## config.mk

```make
export PLATFORM = sky130hd
export DESIGN_NAME = linear_fade_envelope_unit
export DESIGN_NICKNAME = d
export VERILOG_FILES = /design/src/lfe_pkg.sv /design/src/linear_fade_envelope_unit.sv
export SDC_FILE = /design/constraint.sdc
export NUM_CORES = 1
export LEC_CHECK = 0
export BUFFER_PORTS_ARGS = -buffer_cell sky130_fd_sc_hd__buf_4
export CORE_MARGIN = 3
export CORE_UTILIZATION = 60
export CTS_BUF_LIST = sky130_fd_sc_hd__clkbuf_2 sky130_fd_sc_hd__clkbuf_4 sky130_fd_sc_hd__clkbuf_8
export CTS_CLUSTER_DIAMETER = 100
export DETAILED_ROUTE_END_ITERATION = 12
export PLACE_DENSITY = 0.83
export SETUP_SLACK_MARGIN = 0.05
export SYNTH_ARGS = -nofsm -noshare
export SYNTH_HDL_FRONTEND = slang
export SYNTH_SLANG_ARGS = --single-unit
export TNS_END_PERCENT = 5
```

## constraint.sdc

```tcl
create_clock -name clk -period 8.8 [get_ports clk]
set_input_delay 1.76 -clock clk [delete_from_list [all_inputs] [get_ports clk]]
set_output_delay 1.76 -clock clk [all_outputs]
set_load 0.02 [all_outputs]
```

## src/lfe_pkg.sv

```systemverilog
// Package for the linear fade envelope unit: payload structs, register
// indexes, controller states and the fixed field widths.
// No dependencies.
`default_nettype none

package lfe_pkg;

  // Width of the sample fields and of the configuration data word.
  localparam int SAMPLE_BITS = 24;
  localparam int CFG_DATA_BITS = 32;

  // Default width of the frame counter and of the stored frame counts.
  localparam int FRAME_BITS_DEF = 32;

  // Fade-in length after reset: half a second at 48 kHz.
  localparam int FADE_IN_RESET = 24000;

  typedef enum logic [1:0] {
    REG_TOTAL_FRAMES    = 2'd0,
    REG_FADE_IN_FRAMES  = 2'd1,
    REG_FADE_OUT_FRAMES = 2'd2,
    REG_BYPASS          = 2'd3
  } cfg_idx_t;

  typedef enum logic [2:0] {
    ST_IDLE,
    ST_SETUP,
    ST_WINDOW,
    ST_FADE_IN,
    ST_FADE_OUT,
    ST_DONE
  } lfe_state_t;

  typedef struct packed {
    logic signed [SAMPLE_BITS-1:0] sample_in;
    logic                          end_of_frame;
  } lfe_in_t;

  typedef struct packed {
    logic signed [SAMPLE_BITS-1:0] sample_out;
    logic                          frame_end_out;
  } lfe_out_t;

endpackage

`default_nettype wire

```

## src/linear_fade_envelope_unit.sv

```systemverilog
// The result passes through the setup and window states, one bit-serial pass for each active
// fade window, and the done state, which loads the output register.
// One transaction at a time; the next one is taken once the result is in the output register.
// Each fade pass runs in the bit-serial multiply-divide unit, one magnitude bit per cycle.
// Reset (synchronous, rst_n low): controller, configuration and output valid to their reset values, position to zero.
// Top level of the linear fade envelope unit; depends on lfe_pkg.
`default_nettype none

module linear_fade_envelope_unit #(
  parameter int FRAME_BITS = lfe_pkg::FRAME_BITS_DEF
) (
  input  wire                                     clk,
  input  wire                                     rst_n,
  // Input channel
  input  wire                                     in_valid,
  output logic                                    in_ready,
  input  lfe_pkg::lfe_in_t                        in_data,
  // Result channel
  output logic                                    out_valid,
  input  wire                                     out_ready,
  output lfe_pkg::lfe_out_t                       out_data,
  // Configuration write port
  input  wire                                     cfg_write_en,
  input  lfe_pkg::cfg_idx_t                       cfg_index,
  input  wire [lfe_pkg::CFG_DATA_BITS-1:0]        cfg_wdata
);

  import lfe_pkg::*;

  localparam int CNT_W = $clog2(SAMPLE_BITS);

  // Configuration registers. The frame counts keep the low FRAME_BITS bits
  // of the written word.
  logic [FRAME_BITS-1:0] total_r;
  logic [FRAME_BITS-1:0] fade_in_r;
  logic [FRAME_BITS-1:0] fade_out_r;
  logic                  bypass_r;

  // Frame position, advanced after the last channel sample of a frame.
  logic [FRAME_BITS-1:0] pos_r;

  lfe_state_t state_r, state_nxt;

  // Working registers for the transaction in progress.
  logic                   neg_r;
  logic                   eof_r;
  logic [SAMPLE_BITS-1:0] mag_r;
  logic [FRAME_BITS-1:0]  fin_r;
  logic [FRAME_BITS-1:0]  fout_r;
  logic [FRAME_BITS-1:0]  tail_r;
  logic                   win_out_r;

  // Bit-serial multiply-divide unit. It computes floor(mag * mul / div)
  // for mul <= div, taking one magnitude bit per cycle from the top. The
  // remainder stays below div, so each step yields a quotient digit of
  // 0, 1 or 2.
  logic [FRAME_BITS-1:0]  mul_r;
  logic [FRAME_BITS-1:0]  div_r;
  logic [FRAME_BITS-1:0]  rem_r;
  logic [SAMPLE_BITS-1:0] quo_r;
  logic [CNT_W-1:0]       cnt_r;

  logic                   out_valid_r;
  lfe_out_t               out_data_r;

  // Combinational signals.
  logic                   out_load;
  logic                   step_last;
  logic [FRAME_BITS+1:0]  step_sum;
  logic [FRAME_BITS+1:0]  div_x1;
  logic [FRAME_BITS+1:0]  div_x2;
  logic [FRAME_BITS-1:0]  rem_nxt;
  logic [1:0]             digit;
  logic [SAMPLE_BITS-1:0] quo_nxt;
  logic                   in_neg;
  logic [SAMPLE_BITS-1:0] in_mag;
  logic [FRAME_BITS-1:0]  tail_sub;
  logic [FRAME_BITS-1:0]  fout_start;
  logic                   win_in;
  logic                   win_out;

  // Sign and magnitude of the incoming sample. The most negative value
  // maps to a magnitude of 2^(SAMPLE_BITS-1), which still fits unsigned.
  assign in_neg = in_data.sample_in[SAMPLE_BITS-1];
  assign in_mag = in_neg ? (~in_data.sample_in + 1'b1) : in_data.sample_in;

  // Fade windows for the current frame position. The fade-out start never
  // wraps, because the clamped fade-out length is at most total_frames.
  assign tail_sub   = total_r - pos_r;
  assign fout_start = total_r - fout_r;
  assign win_in     = (pos_r < fin_r);
  assign win_out    = (pos_r >= fout_start) && (pos_r < total_r);

  // One step of the multiply-divide unit: shift the remainder, add the
  // multiplier when the next magnitude bit is set, then take off as many
  // divisors as fit, at most two.
  assign step_sum = {1'b0, rem_r, 1'b0} + (mag_r[SAMPLE_BITS-1] ? {2'b00, mul_r} : '0);
  assign div_x1   = {2'b00, div_r};
  assign div_x2   = {1'b0, div_r, 1'b0};

  always_comb begin
    if (step_sum >= div_x2) begin
      digit   = 2'd2;
      rem_nxt = FRAME_BITS'(step_sum - div_x2);
    end else if (step_sum >= div_x1) begin
      digit   = 2'd1;
      rem_nxt = FRAME_BITS'(step_sum - div_x1);
    end else begin
      digit   = 2'd0;
      rem_nxt = step_sum[FRAME_BITS-1:0];
    end
  end

  assign quo_nxt   = {quo_r[SAMPLE_BITS-2:0], 1'b0} + SAMPLE_BITS'(digit);
  assign step_last = (cnt_r == CNT_W'(SAMPLE_BITS - 1));

  // Controller state register.
  always_ff @(posedge clk) begin
    if (!rst_n) begin
      state_r <= ST_IDLE;
    end else begin
      state_r <= state_nxt;
    end
  end

  // Next state and handshake outputs. A new transaction is taken whenever
  // the controller is idle; a finished result waits in ST_DONE only until
  // the output register is free.
  always_comb begin
    state_nxt = state_r;
    in_ready  = 1'b0;
    out_load  = 1'b0;
    case (state_r)
      ST_IDLE: begin
        in_ready = 1'b1;
        if (in_valid) begin
          state_nxt = ST_SETUP;
        end
      end
      ST_SETUP: begin
        state_nxt = ST_WINDOW;
      end
      ST_WINDOW: begin
        if (bypass_r) begin
          state_nxt = ST_DONE;
        end else if (win_in) begin
          state_nxt = ST_FADE_IN;
        end else if (win_out) begin
          state_nxt = ST_FADE_OUT;
        end else begin
          state_nxt = ST_DONE;
        end
      end
      ST_FADE_IN: begin
        if (step_last) begin
          state_nxt = win_out_r ? ST_FADE_OUT : ST_DONE;
        end
      end
      ST_FADE_OUT: begin
        if (step_last) begin
          state_nxt = ST_DONE;
        end
      end
      ST_DONE: begin
        if (!out_valid_r || out_ready) begin
          out_load  = 1'b1;
          state_nxt = ST_IDLE;
        end
      end
      default: begin
        state_nxt = ST_IDLE;
      end
    endcase
  end

  // Configuration, frame position and output valid. Any configuration
  // write restarts the stimulus at frame zero.
  always_ff @(posedge clk) begin
    if (!rst_n) begin
      total_r     <= '0;
      fade_in_r   <= FRAME_BITS'(FADE_IN_RESET);
      fade_out_r  <= '0;
      bypass_r    <= 1'b0;
      pos_r       <= '0;
      out_valid_r <= 1'b0;
    end else begin
      if (cfg_write_en) begin
        case (cfg_index)
          REG_TOTAL_FRAMES:    total_r    <= cfg_wdata[FRAME_BITS-1:0];
          REG_FADE_IN_FRAMES:  fade_in_r  <= cfg_wdata[FRAME_BITS-1:0];
          REG_FADE_OUT_FRAMES: fade_out_r <= cfg_wdata[FRAME_BITS-1:0];
          REG_BYPASS:          bypass_r   <= cfg_wdata[0];
          default:             bypass_r   <= bypass_r;
        endcase
        pos_r <= '0;
      end else if (out_load && eof_r) begin
        pos_r <= pos_r + 1'b1;
      end

      if (out_load) begin
        out_valid_r <= 1'b1;
      end else if (out_ready) begin
        out_valid_r <= 1'b0;
      end
    end
  end

  // Datapath registers.
  always_ff @(posedge clk) begin
    case (state_r)
      ST_IDLE: begin
        if (in_valid) begin
          neg_r <= in_neg;
          mag_r <= in_mag;
          eof_r <= in_data.end_of_frame;
        end
      end
      ST_SETUP: begin
        // Both fade lengths are clamped to the stimulus length.
        fin_r  <= (fade_in_r < total_r) ? fade_in_r : total_r;
        fout_r <= (fade_out_r < total_r) ? fade_out_r : total_r;
      end
      ST_WINDOW: begin
        win_out_r <= win_out;
        tail_r    <= tail_sub;
        cnt_r     <= '0;
        rem_r     <= '0;
        quo_r     <= '0;
        if (win_in) begin
          mul_r <= pos_r;
          div_r <= fin_r;
        end else begin
          mul_r <= tail_sub;
          div_r <= fout_r;
        end
      end
      ST_FADE_IN, ST_FADE_OUT: begin
        if (step_last) begin
          // The quotient becomes the magnitude for the fade-out pass or the output.
          mag_r <= quo_nxt;
          cnt_r <= '0;
          rem_r <= '0;
          quo_r <= '0;
          mul_r <= tail_r;
          div_r <= fout_r;
        end else begin
          mag_r <= {mag_r[SAMPLE_BITS-2:0], 1'b0};
          cnt_r <= cnt_r + 1'b1;
          rem_r <= rem_nxt;
          quo_r <= quo_nxt;
        end
      end
      ST_DONE: begin
        if (out_load) begin
          out_data_r.sample_out    <= neg_r ? (~mag_r + 1'b1) : mag_r;
          out_data_r.frame_end_out <= eof_r;
        end
      end
      default: begin
        cnt_r <= '0;
      end
    endcase
  end

  assign out_valid = out_valid_r;
  assign out_data  = out_data_r;

`ifndef SYNTHESIS
  // The running remainder stays below the divisor in every serial step.
  assert property (@(posedge clk) disable iff (!rst_n)
    (state_r == ST_FADE_IN || state_r == ST_FADE_OUT) |-> (rem_r < div_r))
    else $error("multiply-divide remainder reached the divisor");

  // A fade pass never starts with an empty window, so the divisor is nonzero.
  assert property (@(posedge clk) disable iff (!rst_n)
    (state_r == ST_FADE_IN || state_r == ST_FADE_OUT) |-> (div_r != '0))
    else $error("fade pass running with a zero divisor");

  // The multiplier never exceeds the divisor, which bounds the quotient digit.
  assert property (@(posedge clk) disable iff (!rst_n)
    (state_r == ST_FADE_IN || state_r == ST_FADE_OUT) |-> (mul_r <= div_r))
    else $error("fade gain above unity");

  // A configuration write returns the position to frame zero.
  assert property (@(posedge clk) disable iff (!rst_n)
    cfg_write_en |=> (pos_r == '0))
    else $error("frame position not cleared by a configuration write");
`endif

endmodule

`default_nettype wire
```

-- Word-level counts from Yosys, hierarchy flattened
Cells that the tools add are included.
- magnitude comparators: 7
- add/sub/neg operators: 10
- eq/ne operators: 14
- bitwise operators: 3
- multiplexer cells: 38
- reduce and logical (&&, ||, !) cells: 21
- operator list (cell ; number):
    $mux 32 ; 10
    $pmux 32 s2 ; 3
    $lt 32x32->1 ; 4
    $sub 32x32->32 ; 4
    $mux 24 ; 4
    $add 24x1->24 const B ; 2
    $not 24->24 ; 2
    $pmux 24 s2 ; 1
    $pmux 23 s2 ; 1
    $add 33x32->34 ; 1
    $ge 34x32->1 ; 1
    $ge 34x33->1 ; 1
    $add 32x1->32 const B ; 1
    $ge 32x32->1 ; 1
    $add 24x2->24 ; 1
    $mux 23 ; 1
    $mux 3 ; 6
    $pmux 3 s6 ; 1
    $reduce_and 2->1 ; 8
    $ne 2x2->1 const B ; 5
    $pmux 5 s2 ; 1
    $mux 1 ; 8
    $eq 3x2->1 const B ; 2
    $eq 3x3->1 const B ; 2
    other kinds (17) ; 22
- output and inout bits: 27
- input port bits: 64
- register bits: 405
- word-level logic and storage cells: 114

-- Longest topological paths before layout
- word-level depth: 8
- depth in mapped cells: 31
- gate-level depth less buffers: 29

-- Least setup slack after synthesis
Ideal clock, no wire load.
- path kind: register -> register
- from: reg mag_r[23]
- to: reg mag_r[21] (data pin)
- buffers on the path: 1
- arrival time: 6.205 ns
- slack: 2.328 ns
- stages on the path, launching flop included: 31
- data required time: 8.533 ns
- period minus slack after synthesis: 6.472 ns
- setup time: 0.267 ns
- cell sequence: edfxtp_1 -> clkbuf_1 -> and2_1 -> ha_1 -> fa_1 -> a211oi_1 -> o21ai_0 -> a41oi_1 -> o22ai_1 -> o21a_1 -> a211oi_1 -> xnor2_1 -> ha_1 -> nand2_1 -> nor2_1 -> and4_1 -> o2111a_1 -> a2111oi_2 -> o211ai_1 -> a21oi_2 -> inv_1 -> ha_1 -> ha_1 -> and3_1 -> and3_1 -> nor3b_1 -> nand3_1 -> xor2_1 -> nand2_1 -> o211ai_1 -> o21ai_0
- longest elaborated chain between the ends: 8
- elaborated cells between the ends (all ways): 9
- those cells by class: add/sub (2); order compare (2); mux (5)
- ends and longest elaborated chain (what ; line ; text):
    from (decl) ; linear_fade_envelope_unit.sv:47 ; logic [SAMPLE_BITS-1:0] mag_r;
    from (signal assigned) ; linear_fade_envelope_unit.sv:214 ; mag_r <= in_mag;
    from (signal assigned) ; linear_fade_envelope_unit.sv:240 ; mag_r <= quo_nxt;
    from (signal assigned) ; linear_fade_envelope_unit.sv:247 ; mag_r <= {mag_r[SAMPLE_BITS-2:0], 1'b0};
    $mux 32 (*) ; linear_fade_envelope_unit.sv:97 ; assign step_sum = {1'b0, rem_r, 1'b0} + (mag_r[SAMPLE_BITS-1] ? {2'b00, mul_r} : '0);
    $add 33x32->34 (*) ; linear_fade_envelope_unit.sv:97 ;
    $ge 34x32->1 ; linear_fade_envelope_unit.sv:105 ; end else if (step_sum >= div_x1) begin
    $mux 1 ; linear_fade_envelope_unit.sv:105 ;
    $mux 2 (*) ; linear_fade_envelope_unit.sv:102 ; if (step_sum >= div_x2) begin
    $add 24x2->24 (*) ; linear_fade_envelope_unit.sv:114 ; assign quo_nxt = {quo_r[SAMPLE_BITS-2:0], 1'b0} + SAMPLE_BITS'(digit);
    $mux 24 (*) ; linear_fade_envelope_unit.sv:238 ; if (step_last) begin
    $pmux 24 s2 (*) ; linear_fade_envelope_unit.sv:210 ; case (state_r)
Mark *: on every way between the ends. The rest lies on a longest branch, timed or not.
A chain may end at the register's enable or synchronous reset.

-- Worst setup path in the final report
Ends and elaborated chain as after synthesis.

==> results.py <==
metrics = {
    "yosys": {
        "synthMuxAreaShare": 0.0538,
        "syn_area_sq_mm": 0.0297,
        "yosys.area_share.simple": 0.161,
        "yosys.area_share.adder": 0.125,
        "avgSynthCellArea_sq_um": 9.04,
        "yosysTopAreaCellShare": 0.275,
        "synth-xor-area-share": 0.0655,
        "ys_warn_count": 0,
        "synth-compound-area-share": 0.186,
        "ys_ff_latch": 405,
        "yosys_most_used_dff": "edfxtp_1",
        "synthTopCellsByArea": "edfxtp_1 28%, ha_1 12%, dfxtp_1 9.0%, nand2_1 5.3%, mux2i_1 4.0%",
        "synth.distinct_cells": 83,
        "yosys.area.top_type": "edfxtp_1",
        "async_flop_share": 0,
        "synth-edff-count": 272,
        "seq_area_frac_synth": 0.365,
        "synth_nets": 3642,
        "syn_inst": 3284,
        "synth_commonest_cells": "422 x nand2_1, 289 x ha_1, 272 x edfxtp_1",
        "synth.most_common_cell": "nand2_1",
        "synth_top_family_by_area": "compound AO/OA/AOI/OAI gates",
    },
    "run_status": {
        "outcome": "finished clean",
    },
    "timing": {
        "fin_skew_ns": 0.0432,
        "rsz0062_at_grt": "no",
        "hold_viol": 0,
        "tightest_slew_ns": 1.30,
        "fin_setup_tns_ns": 0,
        "fin_crit_sh": 0.905,
        "drv_slew": 0,
        "max_freq_mhz": 126,
        "finalSetupViolations": 0,
        "setup_slack_ns": 0.833,
        "worst_slew_margin_rel": 0.134,
        "period_needed_ns": 7.97,
    },
    "placement": {
        "io_buffers": 90,
        "dpl_worst_slack_ns": 1.03,
        "dpl.hpwl_mm": 58.9,
        "gp_congestion": 0.975,
    },
    "grt": {
        "use_met2": 0.453,
        "grt_antenna_before_repair": 0,
        "grt_pass1_wl_mm": 124,
        "grt_max_degree": 103,
        "grt_pass1_vias": 23800,
        "grt_overflow": 0,
        "use_met3": 0.0383,
        "busiest_layer": "met2",
        "gr-usage-met1": 0.401,
        "track_usage": 0.287,
    },
    "drt": {
        "drc": 0,
        "wl_per_cell_um": 18.9,
        "antenna_left": 0,
        "vias": 24900,
        "drt_wl_total_mm": 76.7,
        "drt_pass1_iterations": 6,
        "drt_iter0_markers": 2401,
        "viasPerCell": 6.14,
    },
    "job": {
        "maxCapViolCount": 0,
    },
    "floorplan": {
        "pin_count": 91,
        "die_area_sq_mm": 0.0522,
        "die_h_um": 228,
        "rows": 80,
        "coreArea_sq_mm": 0.0482,
        "die-width_um": 228,
        "initial_core_util": 0.615,
    },
    "clock_tree": {
        "clockBufferDepth": 3,
        "clkTransAtPathRegs_ns": 0.06,
        "cts.sinks": 405,
        "cts_hold_buf": 0,
        "cts_buffers": 71,
        "postCtsSetupRepairBufs": 0,
        "htree_levels": 3,
        "clock_latency_ns": 0.65,
        "cts_resized": 0,
        "cts_tree": "done",
        "clockRootBuffer": "clkbuf_8",
    },
    "critical_path": {
        "max_stage_delay_ns": 0.61,
        "cp_common_cell": "ha_1",
        "crit_required_ns": 9.18,
        "cp.arrival_ns": 8.35,
        "critPathSlowestCell": "edfxtp_1",
        "critPathCaptureType": "register",
        "worstPathMaxFanout": 19,
        "crit_type": "reg -> reg",
        "start_kind": "register",
    },
    "min_path": {
        "hold_class": "reg -> reg",
    },
    "final_layout": {
        "layout-drive-gt1-share": 0.0905,
        "antennaDiodeCount": 0,
        "syn2layout_area_growth_pct": 9.01,
        "nets": 3707,
    },
    "power": {
        "power_switching_uw": 3500,
        "seqPwrFrac": 0.306,
        "share_comb_of_total_power": 0.485,
        "powerDensity_mw_per_mm2": 262,
        "leakagePower_uw": 0.0137,
        "swShare": 0.412,
        "power_frac_clock": 0.209,
        "ir_drop_mv": 0.158,
        "p_int_uw": 4990,
    },
}
==> stage by stage <==
step / instances / util / cell area, sq um / power [uW] / hold WS (ns)
floorplan: 3284 / - / 29700 / 5680 / 0.415
global placement: 3932 / 0.641 / 30900 / 6530 / 0.438
detailed placement: 3932 / 0.641 / 30900 / 6630 / 0.437
CTS: 4060 / 0.670 / 32300 / 8430 / 0.475
global route: 4060 / 0.670 / 32300 / 9030 / 0.497
finish: 4060 / 0.670 / 32300 / 8490 / 0.480
==> layer usage <==
layer,wire (um),part of all wire
met1,34500,0.45
met2,34200,0.45
met3,5280,0.069
met4,2780,0.036
met5,0,0
==> area by class of cell <==
type                    count  area, sq um
fillers                  3901        15900
clock buffers              97         1180
multi-input cells        2552        17700
inverters                 209          785
clock inverters            31          246
repair buffers            110          826
well taps                 656          821
flip-flops and latches    405        10800
==> worst paths after layout <==
| kind | slack, ns | to | startpoint | cells past startpoint |
|---|---|---|---|---|
| max | 0.83 | mag_r[21]$_DFFE_PP_ | mag_r[23]$_DFFE_PP_ | 29 |
| min | 0.48 | out_data[0]$_DFFE_PP_ | eof_r$_DFFE_PP_ | 0 |
| max reg2reg | 0.83 | mag_r[21]$_DFFE_PP_ | mag_r[23]$_DFFE_PP_ | 29 |
| min reg2reg | 0.48 | out_data[0]$_DFFE_PP_ | eof_r$_DFFE_PP_ | 0 |
==> logic make-up after synthesis <==
kind of cell	Yosys count
buf+inv	327
xor+xnor	221
compound gates	862
simple gates	1020
mux	155
flops	405
fa+ha+maj	294
==> power groups by stage <==
stage                     combinational (uW)  sequential, uW  clock (uW)
after global routing                    4510            2630        1890
after floorplan                         3100            2580           0
after detailed placement                4000            2630           0
after CTS                               4030            2600        1810
final                                   4110            2600        1770
after global placement                  3910            2620           0
==> critical path, delay by kind of cell, from the launching register on <==
family | cells | cell delay (ns)
flops | 1 | 0.61
fa+ha+maj | 5 | 1.56
simple gates | 9 | 2.01
compound gates | 12 | 2.79
xor+xnor | 2 | 0.43
buf+inv | 1 | 0.29
==> layout by cell type (no fill, tap or decap), types with 10 or more instances in the layout <==
cell / netlist / routed
o21bai_1: 24 / 24
nor2_1: 198 / 195
a21boi_0: 96 / 96
or2_2: 12 / 12
clkinv_1: 0 / 11
o22ai_1: 15 / 14
inv_1: 209 / 209
nand2_1: 422 / 419
a21oi_1: 222 / 221
xor2_1: 83 / 83
nand3b_1: 10 / 10
nand2b_1: 34 / 34
nand4_1: 39 / 39
a211oi_1: 23 / 23
o21ai_0: 200 / 200
nor2b_1: 30 / 30
or3_1: 18 / 18
mux2_2: 35 / 35
and2_1: 44 / 43
nor4_1: 14 / 14
edfxtp_1: 272 / 272
clkbuf_8: 0 / 72
o31ai_1: 23 / 22
o21a_1: 29 / 29
nor3_1: 49 / 48
and4_1: 11 / 11
and3_1: 28 / 28
mux2i_1: 120 / 120
a21o_1: 91 / 91
nand3_1: 81 / 81
clkbuf_4: 0 / 25
xnor2_1: 137 / 137
dfxtp_1: 133 / 133
o211ai_1: 34 / 34
buf_4: 0 / 110
ha_1: 289 / 289
a31oi_1: 19 / 18
Power figures use the tool's default switching activity.
